<file path="src/rtl/core/tree_bitmap_range_set_clear_unit_assert.svh">
// ----------------------------------------------------------------------------
// tree bitmap range set/clear unit assertion macros
// concurrent assertion wrappers, compiled out when ASSERT_OFF is defined
// ----------------------------------------------------------------------------
`ifndef TREE_BITMAP_RANGE_SET_CLEAR_UNIT_ASSERT_SVH
`define TREE_BITMAP_RANGE_SET_CLEAR_UNIT_ASSERT_SVH

`ifndef ASSERT_OFF
`define TBRSC_ASSERT_CR(name, clk, rst_n, prop, msg) \
  name: assert property (@(posedge clk) disable iff (!rst_n) prop) else $error(msg);
`define TBRSC_ASSERT(name, prop, msg) \
  `TBRSC_ASSERT_CR(name, clk_i, rst_ni, prop, msg)
`else
`define TBRSC_ASSERT_CR(name, clk, rst_n, prop, msg)
`define TBRSC_ASSERT(name, prop, msg)
`endif

`endif

</file>
<file path="src/rtl/core/tbrsc_pkg.sv">
// ----------------------------------------------------------------------------
// tbrsc_pkg
// shared widths, codes and state type of the tree bitmap range set/clear unit
// ----------------------------------------------------------------------------
`timescale 1ns / 1ps

package tbrsc_pkg;

  localparam int unsigned ActionW     = 2;
  localparam int unsigned FirstNodeW  = 10;
  localparam int unsigned RangeLenW   = 11;
  localparam int unsigned TreeSizeW   = 11;
  localparam int unsigned DefMaxNodes = 1024;

  localparam logic [TreeSizeW-1:0] TreeSizeRst = 11'd1024;

  typedef enum logic [ActionW-1:0] {
    ACT_SET   = 2'd0,
    ACT_CLEAR = 2'd1,
    ACT_READ  = 2'd2
  } act_e;

  typedef enum logic [3:0] {
    ST_CLEAR,
    ST_IDLE,
    ST_NEXT,
    ST_FD_RD,
    ST_FD_EV,
    ST_FD_ADV,
    ST_FU_CK,
    ST_FU_EV,
    ST_ED_RD,
    ST_ED_EV,
    ST_ED_PATH,
    ST_EU_CK,
    ST_EU_EV,
    ST_RD_EV,
    ST_DONE
  } st_e;

endpackage

</file>
<file path="src/rtl/core/tbrsc_if.sv">
// ----------------------------------------------------------------------------
// tbrsc channel interfaces
// request and response channels with valid/ready handshake
// ----------------------------------------------------------------------------
`timescale 1ns / 1ps

interface tbrsc_req_if import tbrsc_pkg::*; ();
  logic                  valid;
  logic                  ready;
  logic [ActionW-1:0]    action;
  logic [FirstNodeW-1:0] first_node;
  logic [RangeLenW-1:0]  range_length;

  modport source (output valid, action, first_node, range_length, input ready);
  modport sink   (input valid, action, first_node, range_length, output ready);
endinterface

interface tbrsc_rsp_if import tbrsc_pkg::*; ();
  logic valid;
  logic ready;
  logic node_value;

  modport source (output valid, node_value, input ready);
  modport sink   (input valid, node_value, output ready);
endinterface

</file>
<file path="src/rtl/core/tree_bitmap_range_set_clear_unit.sv">
// ----------------------------------------------------------------------------
// tree bitmap range set/clear unit
// Keeps a heap-ordered binary tree of one-bit nodes in which a node is 1 when
// its whole subtree is 1. A request transaction on req_i carries an action
// (set range, clear range, read node), a first node and a range length; each
// request gives exactly one response transaction on rsp_o with node_value
// (the read bit, 0 otherwise). cfg_we_i/cfg_wdata_i write the tree size; the
// user must write it only while the unit is idle, as the block itself does not
// enforce this. Sizes above MaxNodes saturate. Requests are served one at a time.
// A read registers the node bit, then passes through ST_RD_EV and ST_DONE to the
// output register. Set and clear walk the node memory one access at a time,
// reading and writing nodes along the subtree and ancestor walks of each index
// in the range.
// After reset the node memory is zeroed by a sweep over all MaxNodes nodes,
// during which req_i.ready stays low; config writes are taken meanwhile.
// A finished response waits in an output register while the next request is
// accepted; the unit stalls at the end of that request until rsp_o drains.
// ----------------------------------------------------------------------------
`timescale 1ns / 1ps

`include "tree_bitmap_range_set_clear_unit_assert.svh"

module tree_bitmap_range_set_clear_unit import tbrsc_pkg::*; #(
  parameter int unsigned MaxNodes = DefMaxNodes
) (
  input  logic                 clk_i,
  input  logic                 rst_ni,
  input  logic                 cfg_we_i,
  input  logic [TreeSizeW-1:0] cfg_wdata_i,
  tbrsc_req_if.sink            req_i,
  tbrsc_rsp_if.source          rsp_o
);

  localparam int unsigned AW = $clog2(MaxNodes);
  localparam int unsigned XW = (AW + 2 > 12) ? AW + 2 : 12;

  logic [TreeSizeW-1:0] tree_size_q;
  st_e                  state_q, state_d;
  logic [AW-1:0]        clr_q, clr_d;
  logic [XW-1:0]        i_q, i_d;
  logic [XW-1:0]        end_q, end_d;
  logic [XW-1:0]        cur_q, cur_d;
  logic [XW-1:0]        pos_q, pos_d;
  logic [ActionW-1:0]   act_q, act_d;
  logic                 result_q, result_d;
  logic                 out_valid_q, out_valid_d;
  logic                 out_value_q, out_value_d;

  logic                 node_mem_q [MaxNodes];
  logic                 mem_rdata_q;
  logic                 mem_we, mem_wdata, mem_re;
  logic [XW-1:0]        wr_idx, rd_idx;
  logic [AW-1:0]        mem_waddr, mem_raddr;

  logic [XW-1:0]        n_x, first_x, range_end, req_end;
  logic [XW-1:0]        cur_child, cur_next, cur_par, pos_sib, pos_par;

  // live node count and request range end
  assign n_x       = (32'(tree_size_q) > MaxNodes) ? XW'(MaxNodes) : XW'(tree_size_q);
  assign first_x   = XW'(req_i.first_node);
  assign range_end = first_x + XW'(req_i.range_length);
  assign req_end   = (range_end > n_x) ? n_x : range_end;

  // heap index arithmetic
  assign cur_child = {cur_q[XW-2:0], 1'b1};
  assign cur_next  = cur_q + XW'(1);
  assign cur_par   = (cur_q - XW'(1)) >> 1;
  assign pos_sib   = pos_q[0] ? pos_q + XW'(1) : pos_q - XW'(1);
  assign pos_par   = (pos_q - XW'(1)) >> 1;

  assign mem_waddr = wr_idx[AW-1:0];
  assign mem_raddr = rd_idx[AW-1:0];

  assign req_i.ready      = (state_q == ST_IDLE);
  assign rsp_o.valid      = out_valid_q;
  assign rsp_o.node_value = out_value_q;

  always_ff @(posedge clk_i or negedge rst_ni) begin
    if (!rst_ni) begin
      tree_size_q <= TreeSizeRst;
      state_q     <= ST_CLEAR;
      clr_q       <= '0;
      out_valid_q <= 1'b0;
    end else begin
      if (cfg_we_i) begin
        tree_size_q <= cfg_wdata_i;
      end
      state_q     <= state_d;
      clr_q       <= clr_d;
      out_valid_q <= out_valid_d;
    end
  end

  always_ff @(posedge clk_i) begin
    i_q         <= i_d;
    end_q       <= end_d;
    cur_q       <= cur_d;
    pos_q       <= pos_d;
    act_q       <= act_d;
    result_q    <= result_d;
    out_value_q <= out_value_d;
  end

  // node store
  always_ff @(posedge clk_i) begin
    if (mem_we) begin
      node_mem_q[mem_waddr] <= mem_wdata;
    end
    if (mem_re) begin
      mem_rdata_q <= node_mem_q[mem_raddr];
    end
  end

  always_comb begin
    state_d     = state_q;
    clr_d       = clr_q;
    i_d         = i_q;
    end_d       = end_q;
    cur_d       = cur_q;
    pos_d       = pos_q;
    act_d       = act_q;
    result_d    = result_q;
    out_valid_d = out_valid_q;
    out_value_d = out_value_q;
    mem_we      = 1'b0;
    mem_wdata   = 1'b0;
    wr_idx      = '0;
    mem_re      = 1'b0;
    rd_idx      = '0;

    if (out_valid_q && rsp_o.ready) begin
      out_valid_d = 1'b0;
    end

    unique case (state_q)
      ST_CLEAR: begin
        mem_we = 1'b1;
        wr_idx = XW'(clr_q);
        clr_d  = clr_q + AW'(1);
        if (clr_q == AW'(MaxNodes - 1)) begin
          state_d = ST_IDLE;
        end
      end
      ST_IDLE: begin
        if (req_i.valid) begin
          act_d    = req_i.action;
          i_d      = first_x;
          end_d    = req_end;
          result_d = 1'b0;
          unique case (req_i.action) inside
            ACT_SET, ACT_CLEAR: begin
              state_d = ST_NEXT;
            end
            ACT_READ: begin
              if (first_x < n_x) begin
                mem_re  = 1'b1;
                rd_idx  = first_x;
                state_d = ST_RD_EV;
              end else begin
                state_d = ST_DONE;
              end
            end
            default: begin
              state_d = ST_DONE;
            end
          endcase
        end
      end
      ST_NEXT: begin
        if (i_q < end_q) begin
          cur_d = i_q;
          pos_d = i_q;
          if (act_q == ACT_SET) begin
            state_d = ST_FD_RD;
          end else begin
            state_d = ST_ED_RD;
          end
        end else begin
          state_d = ST_DONE;
        end
      end
      // subtree fill, preorder walk through nodes that were 0
      ST_FD_RD: begin
        mem_re  = 1'b1;
        rd_idx  = cur_q;
        state_d = ST_FD_EV;
      end
      ST_FD_EV: begin
        if (mem_rdata_q) begin
          state_d = (cur_q == i_q) ? ST_FU_CK : ST_FD_ADV;
        end else begin
          mem_we    = 1'b1;
          mem_wdata = 1'b1;
          wr_idx    = cur_q;
          if (cur_child < n_x) begin
            cur_d   = cur_child;
            state_d = ST_FD_RD;
          end else begin
            state_d = ST_FD_ADV;
          end
        end
      end
      ST_FD_ADV: begin
        if (cur_q == i_q) begin
          state_d = ST_FU_CK;
        end else if (cur_q[0] && (cur_next < n_x)) begin
          cur_d   = cur_next;
          state_d = ST_FD_RD;
        end else begin
          cur_d = cur_par;
        end
      end
      // ancestor fill while the sibling is set
      ST_FU_CK: begin
        if (pos_q == '0) begin
          i_d     = i_q + XW'(1);
          state_d = ST_NEXT;
        end else if (pos_sib >= n_x) begin
          mem_we    = 1'b1;
          mem_wdata = 1'b1;
          wr_idx    = pos_par;
          pos_d     = pos_par;
        end else begin
          mem_re  = 1'b1;
          rd_idx  = pos_sib;
          state_d = ST_FU_EV;
        end
      end
      ST_FU_EV: begin
        if (!mem_rdata_q) begin
          i_d     = i_q + XW'(1);
          state_d = ST_NEXT;
        end else begin
          mem_we    = 1'b1;
          mem_wdata = 1'b1;
          wr_idx    = pos_par;
          pos_d     = pos_par;
          state_d   = ST_FU_CK;
        end
      end
      // node clear and leftmost descendant path
      ST_ED_RD: begin
        mem_re  = 1'b1;
        rd_idx  = i_q;
        state_d = ST_ED_EV;
      end
      ST_ED_EV: begin
        if (mem_rdata_q) begin
          mem_we  = 1'b1;
          wr_idx  = i_q;
          cur_d   = cur_child;
          state_d = ST_ED_PATH;
        end else begin
          state_d = ST_EU_CK;
        end
      end
      ST_ED_PATH: begin
        if (cur_q < n_x) begin
          mem_we = 1'b1;
          wr_idx = cur_q;
          cur_d  = cur_child;
        end else begin
          state_d = ST_EU_CK;
        end
      end
      // ancestor clear up to the first cleared one
      ST_EU_CK: begin
        if (pos_q == '0) begin
          i_d     = i_q + XW'(1);
          state_d = ST_NEXT;
        end else begin
          mem_re  = 1'b1;
          rd_idx  = pos_par;
          state_d = ST_EU_EV;
        end
      end
      ST_EU_EV: begin
        if (!mem_rdata_q) begin
          i_d     = i_q + XW'(1);
          state_d = ST_NEXT;
        end else begin
          mem_we  = 1'b1;
          wr_idx  = pos_par;
          pos_d   = pos_par;
          state_d = ST_EU_CK;
        end
      end
      ST_RD_EV: begin
        result_d = mem_rdata_q;
        state_d  = ST_DONE;
      end
      ST_DONE: begin
        if (!out_valid_q || rsp_o.ready) begin
          out_valid_d = 1'b1;
          out_value_d = result_q;
          state_d     = ST_IDLE;
        end
      end
      default: begin
        state_d = ST_IDLE;
      end
    endcase
  end

  `TBRSC_ASSERT(a_no_rw_collision, mem_we && mem_re |-> mem_waddr != mem_raddr, "rw collision")
  `TBRSC_ASSERT(a_write_in_bounds, mem_we |-> wr_idx < XW'(MaxNodes), "write out of range")
  `TBRSC_ASSERT(a_done_loads_out, state_q == ST_DONE && !out_valid_q |=> out_valid_q, "done stuck")
  `TBRSC_ASSERT(a_accept_leaves_idle, req_i.valid && req_i.ready |=> state_q != ST_IDLE, "no start")

endmodule
</file>
<file path="src/flat_wrapper.sv">
// flat-port wrapper written by rule: the top's interface ports become plain ports
module tree_bitmap_range_set_clear_unit_flat import tbrsc_pkg::*;
#(
  parameter int unsigned MaxNodes = DefMaxNodes
)
  (clk_i, rst_ni, cfg_we_i, cfg_wdata_i, req_i_valid, req_i_action, req_i_first_node, req_i_range_length, req_i_ready, rsp_o_valid, rsp_o_node_value, rsp_o_ready);
  tbrsc_req_if req_i_i ();
  tbrsc_rsp_if rsp_o_i ();
  input  logic clk_i;
  input  logic rst_ni;
  input  logic cfg_we_i;
  input  logic [TreeSizeW-1:0] cfg_wdata_i;
  input wire logic [$bits(req_i_i.valid)-1:0] req_i_valid;
  input wire logic [$bits(req_i_i.action)-1:0] req_i_action;
  input wire logic [$bits(req_i_i.first_node)-1:0] req_i_first_node;
  input wire logic [$bits(req_i_i.range_length)-1:0] req_i_range_length;
  output wire logic [$bits(req_i_i.ready)-1:0] req_i_ready;
  output wire logic [$bits(rsp_o_i.valid)-1:0] rsp_o_valid;
  output wire logic [$bits(rsp_o_i.node_value)-1:0] rsp_o_node_value;
  input wire logic [$bits(rsp_o_i.ready)-1:0] rsp_o_ready;
  assign req_i_i.valid = req_i_valid;
  assign req_i_i.action = req_i_action;
  assign req_i_i.first_node = req_i_first_node;
  assign req_i_i.range_length = req_i_range_length;
  assign req_i_ready = req_i_i.ready;
  assign rsp_o_valid = rsp_o_i.valid;
  assign rsp_o_node_value = rsp_o_i.node_value;
  assign rsp_o_i.ready = rsp_o_ready;
  tree_bitmap_range_set_clear_unit #(.MaxNodes(MaxNodes)) u_core (.clk_i(clk_i), .rst_ni(rst_ni), .cfg_we_i(cfg_we_i), .cfg_wdata_i(cfg_wdata_i), .req_i(req_i_i), .rsp_o(rsp_o_i));
endmodule
</file>
<file path="config.mk">
export PLATFORM = sky130hd
export DESIGN_NAME = tree_bitmap_range_set_clear_unit_flat
export DESIGN_NICKNAME = d
export VERILOG_FILES = /design/src/rtl/core/tbrsc_pkg.sv /design/src/rtl/core/tbrsc_if.sv /design/src/rtl/core/tree_bitmap_range_set_clear_unit.sv /design/src/flat_wrapper.sv
export VERILOG_INCLUDE_DIRS = /design/src /design/src/rtl/core
export SDC_FILE = /design/constraint.sdc
export NUM_CORES = 2
export LEC_CHECK = 0
export ABC_CLOCK_PERIOD_IN_PS = 92100
export BUFFER_PORTS_ARGS = -buffer_cell sky130_fd_sc_hd__buf_2
export CAP_MARGIN = 30
export CORE_ASPECT_RATIO = 0.8
export CORE_MARGIN = 8
export CORE_UTILIZATION = 50
export CTS_CLUSTER_SIZE = 8
export DETAILED_ROUTE_END_ITERATION = 10
export PLACE_DENSITY = 0.65
export SLEW_MARGIN = 25
export SYNTH_ARGS = -nofsm -noshare
export SYNTH_HDL_FRONTEND = slang
export SYNTH_SLANG_ARGS = --single-unit
</file>
<file path="constraint.sdc">
create_clock -name clk_i -period 92.1 [get_ports clk_i]
set_input_delay 9.21 -clock clk_i [delete_from_list [all_inputs] [get_ports clk_i]]
set_output_delay 9.21 -clock clk_i [all_outputs]
set_load 0.02 [all_outputs]
</file>
* Word-level counts from Yosys, hierarchy flattened
Memory sizes are Yosys's and may differ from the RTL's. A register that Yosys moved wholly into a read port is not among the register bits. Cells that the tools add are included.
Cells by class: add/sub/neg operators 7, order comparisons 8, equal/unequal tests 35, reduce and logical (&&, ||, !) cells 24, muxes and demuxes 74
Operators with widths (number):
- $mux 12 | 15
- $mux 10 | 12
- $pmux 12 s3 | 2
- $pmux 10 s6 | 1
- $pmux 12 s5 | 1
- $pmux 4 s15 | 1
- $mux 4 | 13
- $pmux 10 s5 | 1
- $add 12x1->12 const B | 3
- $eq 4x4->1 const B | 7
- $lt 12x11->1 | 2
- $lt 12x12->1 | 2
- $sub 12x1->12 const B | 2
- $mux 1 | 18
- $ne 2x1->1 const B | 9
- $eq 4x3->1 const B | 4
- $add 10x11->12 | 1
- $eq 12x12->1 | 1
- $ge 12x11->1 | 1
- $gt 12x12->1 | 1
- $logic_not 12->1 | 1
- $lt 10x12->1 | 1
- $ne 2x2->1 const B | 6
- $gt 11x11->1 const B | 1
- 31 further kinds | 42
Storage, ports and cells: memories 1, bits in writable memories 1024, bits in registers 78, input port bits 39, word-level logic and storage cells 160, output and inout bits 3
Memory list:
- u_core.node_mem_q | words 1024, bits a word 1, rd ports 1, clocked after memory_dff 1, wr ports 1, line tree_bitmap_range_set_clear_unit.sv:49 | logic node_mem_q [MaxNodes];

* Logic depth before layout (Yosys ltp)
depth after elaboration 8, gate-level depth with buffers 25, gate-level depth less buffers 20

* Least setup slack after synthesis
Ideal clock, no wire load.
path type register to register, start point register u_core.pos_q[3], end point memory u_core.node_mem_q[0] (data pin), data arrival time 41.178 ns, path slack 43.139 ns, setup time 7.783 ns, path buffers 1, period minus slack after synthesis 48.961 ns, stages on the path, launching flop included 15, cell sequence edfxtp_1 -> buf_2 -> or4_4 -> or2_2 -> nor3_1 -> a41oi_1 -> xnor2_1 -> ha_1 -> o211a_1 -> nand3_1 -> a211o_1 -> nand2_1 -> o21a_1 -> nor2_1 -> nor3_1
Between the ends: word-level cells in the longest chain between the ends 6
Ends and longest elaborated chain:
- start: declaration | line tree_bitmap_range_set_clear_unit.sv:43 | logic [XW-1:0] pos_q, pos_d;
- start signal: assignment | line tree_bitmap_range_set_clear_unit.sv:98 | pos_q <= pos_d;
- $sub 12x1->12 / $add 12x1->12 (equally long branches) | line tree_bitmap_range_set_clear_unit.sv:68 | assign pos_sib = pos_q[0] ? pos_q + XW'(1) : pos_q - XW'(1);
- $mux 12 | line tree_bitmap_range_set_clear_unit.sv:68
- $ge 12x11->1 | line tree_bitmap_range_set_clear_unit.sv:218 | end else if (pos_sib >= n_x) begin
- $mux 1 | line tree_bitmap_range_set_clear_unit.sv:218
- $mux 1 (*) | line tree_bitmap_range_set_clear_unit.sv:215 | if (pos_q == '0) begin
- $pmux 1 s3 (*) | line tree_bitmap_range_set_clear_unit.sv:135 | unique case (state_q)
- net u_core.mem_wdata | line tree_bitmap_range_set_clear_unit.sv:51 | logic mem_we, mem_wdata, mem_re;
- end: declaration | line tree_bitmap_range_set_clear_unit.sv:49
The timed path passes the listed nets; every way through them passes the cells marked *.

* Worst setup path after layout
start point input port req_i_first_node[3], end point register u_core.mem_rdata_q, read port of u_core.node_mem_q (data pin)
Between the ends: word-level cells in the longest chain between the ends 5
Ends and longest elaborated chain:
- start: declaration | line flat_wrapper.sv:15 | input wire logic [$bits(req_i_i.first_node)-1:0] req_i_first_node;
- $lt 10x12->1 | line tree_bitmap_range_set_clear_unit.sv:155 | if (first_x < n_x) begin
- $mux 10 / $mux 1 (equally long branches) | line tree_bitmap_range_set_clear_unit.sv:155
- $mux 10 / $mux 1 (equally long branches) | line tree_bitmap_range_set_clear_unit.sv:150 | unique case (req_i.action) inside
- $mux 10 / $mux 1 (equally long branches) | line tree_bitmap_range_set_clear_unit.sv:145 | if (req_i.valid) begin
- $pmux 10 s5 / $pmux 1 s4 (equally long branches) | line tree_bitmap_range_set_clear_unit.sv:135
- end: declaration | line tree_bitmap_range_set_clear_unit.sv:50 | logic mem_rdata_q;
Parallel ways exist; a longest one is shown, timed or not. A chain may end at the register's enable or synchronous reset.

==> impl_metrics.tcl <==
set metrics [dict create \
    floorplan.initialDensity 0.5014 \
    synth_largest_area_cell "edfxtp_1" \
    min_period_ns 14.55 \
    critPathCaptureType "flop" \
    clkTransAtPathRegs_ns 0.05 \
    hpwl_um 92260 \
    crit_family "compound AO/OA/AOI/OAI gates" \
    area_growth_pct 10.80 \
    rsz0062_at_grt "false" \
    ys_async_sr_fraction 0.02357 \
    cp_cell_sequence "buf_2 > ha_1 > o211ai_1 > o21ai_0 > a21oi_1 > a31oi_1 > buf_4 > and2_4 > buf_4 > buf_4 > mux2i_1 > a221oi_1 > nor3_1 > a22oi_1 > o21ai_0 > a311o_1 > a31oi_1 > a32o_1" \
    antenna_found_initial 5 \
    worst-path-buf-inv 4 \
    max_freq_mhz 68.71 \
    syn_avg_cell_area_um2 10.61 \
    crit_top_cell "buf_4" \
    vias 40360 \
    wire_per_inst_um 27.17 \
    preCtsSetupSlack_ns 76.93 \
    overflow 0 \
    h-tree-depth 4 \
    leakage_nw 20.28 \
    worstSetupPathType "in2reg" \
    synth_edf_count 1077 \
    cts_tree "yes" \
    drive_above_1_share 0.09065 \
    hold_viol_final 0 \
    grtUsageTotal 0.2854 \
    drc 0 \
    ios 42 \
    ys_seq_area_frac 0.6222 \
    maxCapViolations 0 \
    drtIter0Drc 6426 \
    cts-root-buf "clkbuf_16" \
    vias_per_cell 6.353 \
    syn_inst 4998 \
    crit_required_ns 92.70 \
    yosysWarningCount 0 \
    ctsHoldBuffers 0 \
    clock_sinks 1103 \
    slowest_delay_ns 0.75 \
    synth_area_um2 53030 \
    grt_pass1_wl_um 250300 \
    synthTopCellsByCount "nor2_1 (1116), edfxtp_1 (1077), nand2_1 (817), nand3_1 (320), clkbuf_1 (243)" \
    cts_buffer_depth 3 \
    synthFlopType "edfxtp_1" \
    ir_drop_mv 0.02965 \
    postCtsSetupBuffers 0 \
    drtPass1Iterations 7 \
    ys_types 80 \
    cp-start-kind "input pin" \
    grt_pass1_vias 37150 \
    synthTopCellsByArea "edfxtp_1 (61%), nor2_1 (7.9%), nand2_1 (5.8%), mux2i_1 (3.4%), nand3_1 (3.0%)" \
    final.setup_skew_ns 0.04766 \
    die-area_um2 116800 \
    post-route-util 0.5555 \
    synth_top_area_frac 0.6099 \
    cts_resized 0 \
    total_power_mw 1.972 \
    numCtsBuffers 155 \
    synth_seq_cells 1103 \
    status "finished, final reports clean" \
    hp-class "reg2reg" \
    rows 107 \
    powerDensity_nw_per_um2 33.57 \
    ant_nets 0 \
    worstPathArrival_ns 15.15 \
    globalplace.congestion 0.9303 \
    clock_latency_ns 0.76 \
    worst_slew_pin_slew_ns 1.257 \
    synth.net_count 5125 \
    path_max_fanout 53 \
    synth_most_common_cell "nor2_1" \
    io_buffers 41 \
    nets 5024 \
    setup_violations 0 \
    fin_hold_ws_ns 0.4291 \
    report.final.slew_viol_count 0 \
    core_area_um2 105800 \
    final.setup.tns_ns 0 \
    max_slew_margin 0.1623 \
    die_h_um 307.3 \
    grt_max_degree 239 \
    period_share 0.1580 \
    die_x_um 380.1 \
    routed_wl_um 172600 \
    cp_slowest_cell "buf_4" \
    fin_ws_ns 77.55 \
]
[layout make-up]
class,count,area [um2]
Multi-Input combinational cell,3433,18290
Clock inverter,10,182.7
Tap cell,1417,1773
Fill cell,9136,47010
Inverter,44,165.2
Sequential cell,1103,32990
Antenna cell,4,10.01
Clock buffer,181,4061
Timing Repair Buffer,160,1280
[per-stage QoR]
step                cell area (um2)  cells
CTS                           58660   6344
detailed placement            54420   6153
global route                  58740   6348
finish                        58750   6352
floorplan                     53030   4998
global placement              54190   6140
[metal layers]
metal,global-route usage,vias to the layer above,part of all wire
li1,-,17400,-
met1,0.4077,19880,0.40
met2,0.4201,2625,0.43
met3,0.07141,446,0.13
met4,0.1116,4,0.039
met5,0,-,0.00015
[registers in the layout, summed over array words and instances (netlist names)]
| signal | flops |
|---|---|
| u_core.mem_rdata_q | 1 |
| u_core.result_q | 1 |
| u_core.i_q | 12 |
| u_core.clr_q | 10 |
| u_core.node_mem_q | 1024 |
| u_core.state_q | 4 |
| u_core.cur_q | 12 |
| u_core.pos_q | 12 |
| u_core.rsp_o.valid | 1 |
| u_core.tree_size_q | 11 |
| u_core.rsp_o.node_value | 1 |
| u_core.act_q | 2 |
| u_core.end_q | 12 |
[power breakdown]
group	internal [mW]	switching, mW	leakage, nW
logic	0.209	0.588	8.06
registers	0.632	0.0284	10.2
clock network	0.307	0.209	2.06
total	1.15	0.825	20.3
[layout by cell type (no fill, tap or decap), types with 16 or more instances in the layout]
master	n
mux2i_1	179
dfrtp_1	25
nand2_1	771
o22ai_1	59
nand4_1	44
nor4_1	32
nand3_1	318
a21o_1	24
xor2_1	41
a22oi_1	39
clkbuf_1	22
xnor2_1	39
o21ai_0	76
a21oi_1	161
clkbuf_16	159
nor2b_1	26
nor3_1	31
buf_4	98
a221oi_1	16
mux2_2	34
inv_1	43
o21a_1	17
and3_1	23
a32oi_1	17
a31oi_1	47
nand2_2	37
edfxtp_1	1077
buf_2	43
nor2_1	1109
ha_1	87
[logic make-up after synthesis]
group,share of synthesized area
AO/OA/AOI/OAI,0.07032
XOR/XNOR,0.01321
adder cells (fa/ha/maj),0.02091
buffers and inverters,0.03742
flip-flops,0.6222
multiplexers,0.04101
other,0.00007072
AND/OR/NAND/NOR,0.1949
[worst paths after layout]
| kind | slack [ns] | endpoint | depth (start not counted) | start |
|---|---|---|---|---|
| max in group asynchronous | 83.08 | u_core.clr_q[8] | 1 | rst_ni |
| worst min register to register | 0.43 | u_core.rsp_o.node_value | 0 | u_core.result_q |
| worst min-delay path | 0.43 | u_core.rsp_o.node_value | 0 | u_core.result_q |
| worst max register to register | 83.50 | u_core.mem_rdata_q | 22 | u_core.pos_q[0] |
| worst max-delay path | 77.55 | u_core.mem_rdata_q | 18 | req_i_first_node[3] |
| min in group asynchronous | 8.52 | u_core.clr_q[2] | 1 | rst_ni |
(Power assumes the default switching activity.)
